### src/hdl/pcg_pkg.sv
// PCG32 package: operation codes, controller states and the command and status structs.
// Used by the controller, the datapath and the top level. No dependencies.
`timescale 1ns / 1ps
package pcg_pkg;

   localparam logic [2:0] MODE_RAW    = 3'd0;
   localparam logic [2:0] MODE_RANGE  = 3'd1;
   localparam logic [2:0] MODE_CHANCE = 3'd2;
   localparam logic [2:0] MODE_SEED   = 3'd3;
   localparam logic [2:0] MODE_LOAD   = 3'd4;

   localparam logic [63:0] LCG_MULT    = 64'd6364136223846793005;
   localparam int          XS_SHIFT_A  = 18;
   localparam int          XS_SHIFT_B  = 27;
   localparam int          ROT_SHIFT   = 59;
   localparam int          RETRY_LIMIT = 64;

   typedef enum logic [3:0] {
      ST_IDLE,
      ST_MUL,
      ST_ADD,
      ST_THR,
      ST_DRAW,
      ST_MOD,
      ST_FINISH,
      ST_OUT
   } ctrl_state_type;

   // Commands from the controller to the datapath.
   typedef struct packed {
      logic capture;     // latch a new request beat
      logic mul_start;   // start a 64x64 multiply of the state
      logic mul_step;    // accumulate one partial product
      logic lcg_commit;  // state <= product + increment, keep the word
      logic div_start;   // start the 32-bit divider
      logic div_step;    // one restoring-division bit
      logic seed_load;   // apply seed or load mode
      logic take_thr;    // divider remainder becomes the threshold
      logic set_error;   // flag an error on the result
      logic out_load;    // move the result into the output register
   } pcg_cmd_type;

   // Status from the datapath to the controller.
   typedef struct packed {
      logic [2:0] mode;
      logic       empty_range;
      logic       mul_done;
      logic       div_done;
      logic       word_ok;
      logic       retries_out;
   } pcg_status_type;

endpackage

### src/hdl/pcg_ctrl.sv
// PCG32 controller: sequences capture, LCG steps, divisions and result hand-off.
// Depends on pcg_pkg.
`timescale 1ns / 1ps
module pcg_ctrl
   import pcg_pkg::*;
(
   input  logic           clock,
   input  logic           reset,
   input  logic           req_tvalid,
   output logic           req_tready,
   input  logic           out_free,
   input  pcg_status_type status,
   output pcg_cmd_type    cmd
);

   ctrl_state_type state_ff, state_in;

   // ST_MUL here doubles as the dispatch cycle; ST_ADD runs the multiplier;
   // ST_MOD first checks the word, then divides it by the range width.
   logic mod_busy_ff, mod_busy_in;

   always_ff @(posedge clock) begin
      if (reset) begin
         state_ff <= ST_IDLE;
      end else begin
         state_ff <= state_in;
      end
   end

   always_comb begin
      state_in = state_ff;
      case (state_ff)
         ST_IDLE: begin
            if (req_tvalid) begin
               state_in = ST_MUL; // decided on next cycle from the captured mode
            end
         end
         ST_MUL: begin
            if (status.mode == MODE_RAW || status.mode == MODE_CHANCE) begin
               state_in = ST_ADD;
            end else if (status.mode == MODE_RANGE) begin
               state_in = status.empty_range ? ST_FINISH : ST_THR;
            end else begin
               state_in = ST_FINISH;
            end
         end
         ST_ADD: begin
            if (status.mul_done) begin
               state_in = (status.mode == MODE_RANGE) ? ST_MOD : ST_FINISH;
            end
         end
         ST_THR: begin
            if (status.div_done) begin
               state_in = ST_DRAW;
            end
         end
         ST_DRAW: begin
            state_in = ST_ADD;
         end
         ST_MOD: begin
            // The divider count still shows the threshold divide until the
            // modulo has been started, so only a running modulo can finish.
            if (!status.word_ok) begin
               state_in = status.retries_out ? ST_FINISH : ST_DRAW;
            end else if (mod_busy_ff && status.div_done) begin
               state_in = ST_FINISH;
            end
         end
         ST_FINISH: begin
            state_in = ST_OUT;
         end
         ST_OUT: begin
            if (out_free) begin
               state_in = ST_IDLE;
            end
         end
         default: begin
            state_in = ST_IDLE;
         end
      endcase
   end

   always_ff @(posedge clock) begin
      if (reset) begin
         mod_busy_ff <= 1'b0;
      end else begin
         mod_busy_ff <= mod_busy_in;
      end
   end

   always_comb begin
      mod_busy_in = (state_ff == ST_MOD) && status.word_ok;
   end

   always_comb begin
      cmd = '0;
      req_tready = (state_ff == ST_IDLE);
      case (state_ff)
         ST_IDLE: begin
            cmd.capture = req_tvalid;
         end
         ST_MUL: begin
            if (status.mode == MODE_RAW || status.mode == MODE_CHANCE) begin
               cmd.mul_start = 1'b1;
            end else if (status.mode == MODE_RANGE) begin
               cmd.div_start = !status.empty_range;
               cmd.set_error = status.empty_range;
            end else begin
               cmd.seed_load = 1'b1;
            end
         end
         ST_ADD: begin
            cmd.mul_step   = !status.mul_done;
            cmd.lcg_commit = status.mul_done;
         end
         ST_THR: begin
            cmd.div_step = !status.div_done;
            cmd.take_thr = status.div_done;
         end
         ST_DRAW: begin
            cmd.mul_start = 1'b1;
         end
         ST_MOD: begin
            if (status.word_ok) begin
               cmd.div_start = !mod_busy_ff;
               cmd.div_step  = mod_busy_ff && !status.div_done;
            end else begin
               cmd.set_error = status.retries_out;
            end
         end
         ST_OUT: begin
            cmd.out_load = out_free;
         end
         default: begin
         end
      endcase
   end

endmodule

### src/hdl/pcg_datapath.sv
// PCG32 datapath: state registers, serial multiplier, XSH-RR output, restoring divider.
// Depends on pcg_pkg.
`timescale 1ns / 1ps
module pcg_datapath
   import pcg_pkg::*;
(
   input  logic                clock,
   input  logic                reset,
   input  logic [2:0]          req_mode,
   input  logic [63:0]         req_seed_value,
   input  logic [63:0]         req_sequence_id,
   input  logic [63:0]         req_load_state,
   input  logic [63:0]         req_load_increment,
   input  logic signed [31:0]  req_range_low,
   input  logic signed [31:0]  req_range_high,
   input  logic [32:0]         req_chance_fraction,
   input  pcg_cmd_type         cmd,
   output pcg_status_type      status,
   output logic [31:0]         res_raw_word,
   output logic signed [31:0]  res_range_value,
   output logic                res_hit,
   output logic                res_error,
   output logic [63:0]         res_state_now,
   output logic [63:0]         res_increment_now
);

   logic [2:0]  mode_ff;
   logic [63:0] seed_ff, seq_ff, lst_ff, linc_ff;
   logic signed [31:0] low_ff, high_ff;
   logic [32:0] frac_ff;

   logic [63:0] gen_state_ff, gen_state_in;
   logic [63:0] gen_inc_ff, gen_inc_in;

   // Multiplier: four 16-bit slices of the constant, one per cycle.
   logic [63:0] acc_ff, acc_in;
   logic [63:0] mop_ff;
   logic [2:0]  mcnt_ff, mcnt_in;

   // Divider: 32-bit restoring, one quotient bit per cycle.
   logic [32:0] rem_ff, rem_in;
   logic [31:0] dnd_ff, dnd_in;
   logic [5:0]  dcnt_ff, dcnt_in;
   logic [31:0] diff;

   logic [31:0] word_ff, word_in;
   logic [31:0] thr_ff;
   logic [6:0]  tries_ff, tries_in;
   logic        err_ff, err_in;

   logic [31:0] xs_word;
   logic [4:0]  rot;
   logic [31:0] xs_rot;

   assign diff = high_ff - low_ff;
   assign rot  = gen_state_ff[63:ROT_SHIFT];
   assign xs_word = 32'(((gen_state_ff >> XS_SHIFT_A) ^ gen_state_ff) >> XS_SHIFT_B);
   assign xs_rot  = (xs_word >> rot) | (xs_word << ((6'd32 - {1'b0, rot}) & 6'h1F));

   always_ff @(posedge clock) begin
      if (cmd.capture) begin
         mode_ff <= req_mode;
         seed_ff <= req_seed_value;
         seq_ff  <= req_sequence_id;
         lst_ff  <= req_load_state;
         linc_ff <= req_load_increment;
         low_ff  <= req_range_low;
         high_ff <= req_range_high;
         frac_ff <= req_chance_fraction;
      end
      if (cmd.mul_start) begin
         mop_ff <= gen_state_ff;
      end
      if (cmd.take_thr) begin
         thr_ff <= rem_ff[31:0];
      end
      acc_ff  <= acc_in;
      rem_ff  <= rem_in;
      dnd_ff  <= dnd_in;
      word_ff <= word_in;
   end

   always_ff @(posedge clock) begin
      if (reset) begin
         gen_state_ff <= '0;
         gen_inc_ff   <= '0;
         mcnt_ff      <= '0;
         dcnt_ff      <= '0;
         tries_ff     <= '0;
         err_ff       <= 1'b0;
      end else begin
         gen_state_ff <= gen_state_in;
         gen_inc_ff   <= gen_inc_in;
         mcnt_ff      <= mcnt_in;
         dcnt_ff      <= dcnt_in;
         tries_ff     <= tries_in;
         err_ff       <= err_in;
      end
   end

   always_comb begin
      logic [15:0] slice;
      logic [79:0] part;
      gen_state_in = gen_state_ff;
      gen_inc_in   = gen_inc_ff;
      acc_in       = acc_ff;
      mcnt_in      = mcnt_ff;
      word_in      = word_ff;
      tries_in     = tries_ff;
      err_in       = err_ff;
      slice = LCG_MULT[16*mcnt_ff[1:0] +: 16];
      part  = 80'(mop_ff) * 80'(slice);
      if (cmd.capture) begin
         word_in  = '0;
         tries_in = '0;
         err_in   = 1'b0;
      end
      if (cmd.mul_start) begin
         acc_in  = '0;
         mcnt_in = '0;
      end
      if (cmd.mul_step) begin
         acc_in  = acc_ff + 64'(part << (16 * mcnt_ff[1:0]));
         mcnt_in = mcnt_ff + 3'd1;
      end
      if (cmd.lcg_commit) begin
         gen_state_in = acc_ff + gen_inc_ff;
         word_in      = xs_rot;
         tries_in     = tries_ff + 7'd1;
      end
      if (cmd.seed_load) begin
         if (mode_ff == MODE_SEED) begin
            gen_inc_in   = {seq_ff[62:0], 1'b1};
            gen_state_in = {seq_ff[62:0], 1'b1} + seed_ff;
         end else if (mode_ff == MODE_LOAD) begin
            gen_state_in = lst_ff;
            gen_inc_in   = linc_ff;
         end
      end
      if (cmd.set_error) begin
         err_in = 1'b1;
      end
   end

   always_comb begin
      logic [32:0] trial;
      rem_in  = rem_ff;
      dnd_in  = dnd_ff;
      dcnt_in = dcnt_ff;
      trial   = {rem_ff[31:0], dnd_ff[31]} - {1'b0, diff};
      if (cmd.div_start) begin
         rem_in  = '0;
         dcnt_in = '0;
         dnd_in  = (mode_ff == MODE_RANGE && !cmd.seed_load && tries_ff == 7'd0)
                   ? (32'd0 - diff) : word_ff;
      end
      if (cmd.div_step) begin
         if (!trial[32]) begin
            rem_in = trial;
         end else begin
            rem_in = {rem_ff[31:0], dnd_ff[31]};
         end
         dnd_in  = {dnd_ff[30:0], 1'b0};
         dcnt_in = dcnt_ff + 6'd1;
      end
   end

   assign status.mode        = mode_ff;
   assign status.empty_range = !(low_ff < high_ff);
   assign status.mul_done    = (mcnt_ff == 3'd4);
   assign status.div_done    = (dcnt_ff == 6'd32);
   assign status.word_ok     = (word_ff >= thr_ff);
   assign status.retries_out = (tries_ff == 7'(RETRY_LIMIT));

   always_comb begin
      res_raw_word      = '0;
      res_range_value   = '0;
      res_hit           = 1'b0;
      res_error         = err_ff;
      res_state_now     = gen_state_ff;
      res_increment_now = gen_inc_ff;
      case (mode_ff)
         MODE_RAW: begin
            res_raw_word = word_ff;
         end
         MODE_RANGE: begin
            if (!status.empty_range) begin
               res_raw_word = word_ff;
            end
            if (!err_ff) begin
               res_range_value = rem_ff[31:0] + low_ff;
            end
         end
         MODE_CHANCE: begin
            res_raw_word = word_ff;
            res_hit      = ({1'b0, word_ff} < frac_ff);
         end
         default: begin
         end
      endcase
   end

endmodule

### src/hdl/pcg32_random_generator.sv
// Channel | Dir | Beat contents
// req_    | in  | tdata: mode, seed_value, sequence_id, load_state, load_increment,
//         |     |        range_low, range_high, chance_fraction
// rsp_    | out | tdata: raw_word, range_value, hit, error, state_now, increment_now
// One item at a time. Seed and load write the state and increment; raw and chance draws
// run one serial LCG multiply. A range draw adds a threshold divide, a multiply
// per draw and a final modulo divide. Reset clears state and increment; a stalled
// result blocks the next item.
`timescale 1ns / 1ps
module pcg32_random_generator
   import pcg_pkg::*;
(
   input  logic         clock,
   input  logic         reset,
   input  logic         req_tvalid,
   output logic         req_tready,
   // mode[2:0], seed_value[66:3], sequence_id[130:67], load_state[194:131],
   // load_increment[258:195], range_low[290:259], range_high[322:291],
   // chance_fraction[355:323], zero fill
   input  logic [359:0] req_tdata,
   output logic         rsp_tvalid,
   input  logic         rsp_tready,
   // raw_word[31:0], range_value[63:32], hit[64], error[65], state_now[129:66],
   // increment_now[193:130], zero fill
   output logic [199:0] rsp_tdata
);

   pcg_cmd_type    cmd;
   pcg_status_type status;
   logic           rsp_valid_ff, rsp_valid_in;
   logic [199:0]   rsp_data_ff;
   logic [31:0]    raw_word, range_value;
   logic           hit, error;
   logic [63:0]    state_now, increment_now;

   pcg_ctrl u_ctrl (
      .clock      (clock),
      .reset      (reset),
      .req_tvalid (req_tvalid),
      .req_tready (req_tready),
      .out_free   (!rsp_valid_ff || rsp_tready),
      .status     (status),
      .cmd        (cmd)
   );

   pcg_datapath u_dp (
      .clock               (clock),
      .reset               (reset),
      .req_mode            (req_tdata[2:0]),
      .req_seed_value      (req_tdata[66:3]),
      .req_sequence_id     (req_tdata[130:67]),
      .req_load_state      (req_tdata[194:131]),
      .req_load_increment  (req_tdata[258:195]),
      .req_range_low       (req_tdata[290:259]),
      .req_range_high      (req_tdata[322:291]),
      .req_chance_fraction (req_tdata[355:323]),
      .cmd                 (cmd),
      .status              (status),
      .res_raw_word        (raw_word),
      .res_range_value     (range_value),
      .res_hit             (hit),
      .res_error           (error),
      .res_state_now       (state_now),
      .res_increment_now   (increment_now)
   );

   always_comb begin
      rsp_valid_in = rsp_valid_ff;
      if (rsp_tready) begin
         rsp_valid_in = 1'b0;
      end
      if (cmd.out_load) begin
         rsp_valid_in = 1'b1;
      end
   end

   always_ff @(posedge clock) begin
      if (reset) begin
         rsp_valid_ff <= 1'b0;
      end else begin
         rsp_valid_ff <= rsp_valid_in;
      end
   end

   always_ff @(posedge clock) begin
      if (cmd.out_load) begin
         rsp_data_ff <= {6'd0, increment_now, state_now, error, hit, range_value, raw_word};
      end
   end

   assign rsp_tvalid = rsp_valid_ff;
   assign rsp_tdata  = rsp_data_ff;

endmodule

### config.mk
export PLATFORM = sky130hd
export DESIGN_NAME = pcg32_random_generator
export DESIGN_NICKNAME = d
export VERILOG_FILES = /design/src/hdl/pcg_pkg.sv /design/src/hdl/pcg_ctrl.sv /design/src/hdl/pcg_datapath.sv /design/src/hdl/pcg32_random_generator.sv
export SDC_FILE = /design/constraint.sdc
export NUM_CORES = 2
export LEC_CHECK = 0
export ABC_AREA = 1
export BUFFER_PORTS_ARGS = -buffer_cell sky130_fd_sc_hd__buf_2
export CAP_MARGIN = 20
export CORE_MARGIN = 1
export CORE_UTILIZATION = 30
export DETAILED_ROUTE_END_ITERATION = 8
export MAX_ROUTING_LAYER = met4
export RECOVER_POWER = 100
export SETUP_SLACK_MARGIN = 0.05
export SYNTH_ARGS = -nofsm -noshare
export SYNTH_HDL_FRONTEND = slang
export SYNTH_SLANG_ARGS = --single-unit
### constraint.sdc
create_clock -name clock -period 73.3 [get_ports clock]
set_input_delay 14.66 -clock clock [delete_from_list [all_inputs] [get_ports clock]]
set_output_delay 14.66 -clock clock [all_outputs]
set_load 0.02 [all_outputs]
==> impl_metrics.csv <==
group,metric,value,unit
outcome,status,"finished, violations left",
outcome,violations,"capacitance limit, slew limit",
clocking,clock_tree.root_cell,"clkbuf_16",
sta,drv_slew,1333,
clocking,cts_tree,"yes",
clocking,htree_levels,3,
die,die_width,536.2,um
global_route,grt_start_max_net_pins,166,
placement,post-place-cells,14909,
clocking,cts.clk_slew.worst_paths,0.07,ns
worst_setup_path,cp-endpoint,"u_dp.linc_ff[20]",
die,ios,566,
detailed_routing,num_vias,75714,
yosys,synth_ff_type,"edfxtp_1",
sta,whs,0.4679,ns
worst_setup_path,crit_path_start,"req_tvalid",
worst_setup_path,worst_setup_path_start_kind,"primary input",
placement,gp_congestion,1.017,
sta,finalSetupViolCount,0,
worst_setup_path,ff2ff_setup_slack,59.20,ns
detailed_routing,wire_per_inst,22.35,um
sta,skew,0.1245,ns
global_route,grt.met3_usage,2.638,%
worst_setup_path,critical_path.max_fanout,82,
cells_and_area,regArea,27170,um2
yosys,ys_types,72,
worst_setup_path,path_class,"in2reg",
global_route,grt_pass1_wl,488500,um
yosys,ys_ff_latch,955,
global_route,grt_remaining_overflow,0,
die,core,283000,um2
clocking,cts_buffers,100,
global_route,antenna_found_initial,36,
die,initial_core_util,30.24,%
worst_setup_path,path_buf_inv,6,
sta,fin_ws,45.73,ns
sta,hold_viol,0,
run,maxCapViolations,25,
sta,period_needed,27.57,ns
clocking,holdBufCountCts,0,
clocking,ctsResizeCount,0,
detailed_routing,drc,0,
yosys,yosysWarnings,0,
cells_and_area,mostFrequentLayoutCell,"nand2_1",
clocking,clk_latency,0.80,ns
worst_setup_path,critical_path.most_common_cell,"clkbuf_1",
global_route,grt_pass1_vias,72945,
worst_setup_path,path_cells,"clkbuf_1 > inv_1 > nor2_1 > clkbuf_1 > clkbuf_1 > clkbuf_1 > clkbuf_1",
detailed_routing,wirelength,337800,um
clocking,cts.sinks,955,
detailed_routing,first_pass_iters,6,
cells_and_area,multi_input_area,49490,um2
worst_setup_path,rr_worst_depth,7,
sta,worst_pin_slew,8.248,ns
cells_and_area,instances_no_fill,15115,
worst_setup_path,slowest_stage,"clkbuf_1",
cells_and_area,final_nets,12832,
detailed_routing,vias_per_cell,5.009,
die,dieArea,287500,um2
yosys,synth_area,85600,um2
worst_setup_path,cp_top_family,"buffers and inverters",
clocking,cts_setup_buffers,0,
die,std_cell_rows,195,
placement,pre_cts_ws,53.95,ns
die,chipHeight,536.2,um
worst_setup_path,rr_startpoint,"u_ctrl.state_ff[0]",
global_route,grtUsageMet1,31.49,%
sta,timing.setup.tns,0,ns
global_route,grtUsageTotal,23.81,%
yosys,async_flop_share,0,%
worst_setup_path,crit_cells,7,
worst_hold_path,hp-class,"reg2reg",
global_route,grt_util_met2,37.04,%
worst_setup_path,slowest_delay,3.30,ns
placement,io_buffers,554,
clocking,clock_path_buffers,3,
worst_setup_path,setup.worst_path.end_class,"flip-flop",
detailed_routing,drtAntennaViolNets,0,
cells_and_area,final_layout_size_suffix_gt1_share,4.756,%
yosys,synth_edf_count,804,
yosys,synthCells,10829,
worst_setup_path,cp.arrival,27.87,ns
worst_setup_path,cp.required,73.60,ns
cells_and_area,layout_common_cells,"nand2_1, inv_1, nor2_1",
cells_and_area,area_delta_synth_final,11.49,%
detailed_routing,drtIter0Drc,7285,
yosys,ys_seq_area_share,31.74,%
sta,grt_setup_unrepaired,"false",
sta,slew_headroom,-449.9,%
sta,period_share,37.62,%
placement,dp_hpwl,278600,um
yosys,avgSynthCellArea,7.905,um2
global_route,grt.busiest_layer,"met2",
cells_and_area,fillCellCount,30624,
worst_setup_path,r2r-end,"u_dp.linc_ff[20]",
sta,fmax,36.27,MHz
per-stage QoR:
step	util, %	cell area [um2]
final	33.72	95430
after global routing	33.71	95410
after CTS	33.92	95990
after detailed placement	32.72	92600
after global placement	32.71	92590
after floorplan	-	85620
logic make-up (layout without fill, tap and decap cells):
| logic type | after synthesis | in the layout | share of synthesized area, % |
|---|---|---|---|
| other | 1 | 25 | 0.004381 |
| DFF | 955 | 955 | 31.74 |
| buffers and inverters | 2384 | 2903 | 10.54 |
| and+or+nand+nor | 4159 | 4159 | 19.69 |
| adders and majority gates | 1200 | 1200 | 23.43 |
| AOI/OAI and AO/OA | 1941 | 1941 | 12.61 |
| muxes | 7 | 7 | 0.08186 |
| xor gates and xnor gates | 182 | 182 | 1.906 |
worst min path at each step:
stage,start,end,slack [ns],cells after the start
5_1_grt,u_dp.res_error,rsp_tdata[65],0.49,0
2_1_floorplan,u_dp.res_state_now[61],rsp_tdata[127],0.42,0
6_report,u_dp.res_increment_now[1],rsp_tdata[131],0.47,0
3_3_place_gp,u_dp.dcnt_ff[5],u_dp.dcnt_ff[5],0.45,2
3_5_place_dp,u_dp.res_increment_now[1],rsp_tdata[131],0.46,0
4_1_cts,u_dp.dcnt_ff[4],u_dp.dcnt_ff[4],0.47,2
metal layers:
| layer | vias to the layer above | share of wire [%] |
|---|---|---|
| li1 | 35730 | - |
| met1 | 36421 | 43 |
| met2 | 3019 | 45 |
| met3 | 544 | 7.1 |
| met4 | 0 | 4.8 |
| met5 | - | 0 |
area by class of cell:
| cell class | count | share of cell area [%] |
|---|---|---|
| multi-input combinational | 7495 | 51.86 |
| sequential | 955 | 28.47 |
| inverter | 2095 | 8.247 |
| tap | 3743 | 4.907 |
| timing repair buffer | 621 | 2.909 |
| clock buffer | 117 | 2.689 |
| clock inverter | 70 | 0.8732 |
| antenna | 19 | 0.04982 |
Yosys cell counts, types with 5 or more instances:
master | n | area share [%]
a211oi_1 | 14 | 0.12
a21boi_0 | 21 | 0.18
a21o_1 | 42 | 0.37
a21oi_1 | 823 | 4.8
a221oi_1 | 8 | 0.082
a22oi_1 | 7 | 0.061
a31o_2 | 12 | 0.12
a31oi_1 | 71 | 0.52
and2_1 | 9 | 0.066
and3_1 | 9 | 0.066
buf_1 | 53 | 0.23
buf_2 | 19 | 0.11
buf_4 | 10 | 0.088
clkbuf_1 | 206 | 0.90
clkinv_1 | 7 | 0.031
dfxtp_1 | 151 | 3.5
edfxtp_1 | 804 | 28
fa_1 | 671 | 16
ha_1 | 529 | 7.7
inv_1 | 2078 | 9.1
inv_2 | 9 | 0.039
mux2i_1 | 7 | 0.082
nand2_1 | 2520 | 11
nand2_2 | 8 | 0.058
nand3_1 | 422 | 2.5
nand3b_1 | 15 | 0.13
nand4_1 | 90 | 0.66
nor2_1 | 925 | 4.1
nor2_2 | 15 | 0.11
nor3_1 | 73 | 0.43
nor4_1 | 25 | 0.18
o2111ai_1 | 5 | 0.051
o211ai_1 | 59 | 0.52
o21a_1 | 56 | 0.49
o21ai_0 | 670 | 3.9
o21ai_1 | 18 | 0.11
o21bai_1 | 78 | 0.68
o221ai_1 | 17 | 0.17
o22ai_1 | 9 | 0.066
or2_2 | 33 | 0.24
xnor2_1 | 78 | 0.80
xnor2_2 | 5 | 0.095
xor2_1 | 99 | 1.0
flip-flops by register name, indices dropped and copies added (netlist names), 33 cells and up:
name	flops
u_dp.res_state_now	64
u_dp.seq_ff	63
rsp_tdata	194
u_dp.lst_ff	64
u_dp.res_increment_now	64
u_dp.linc_ff	64
u_dp.frac_ff	33
u_dp.seed_ff	64
u_dp.acc_ff	64
u_dp.mop_ff	64
Power is left out: the tool's default activity adds up to more than one toggle a clock period on the data nets, which glitch-free logic cannot reach.
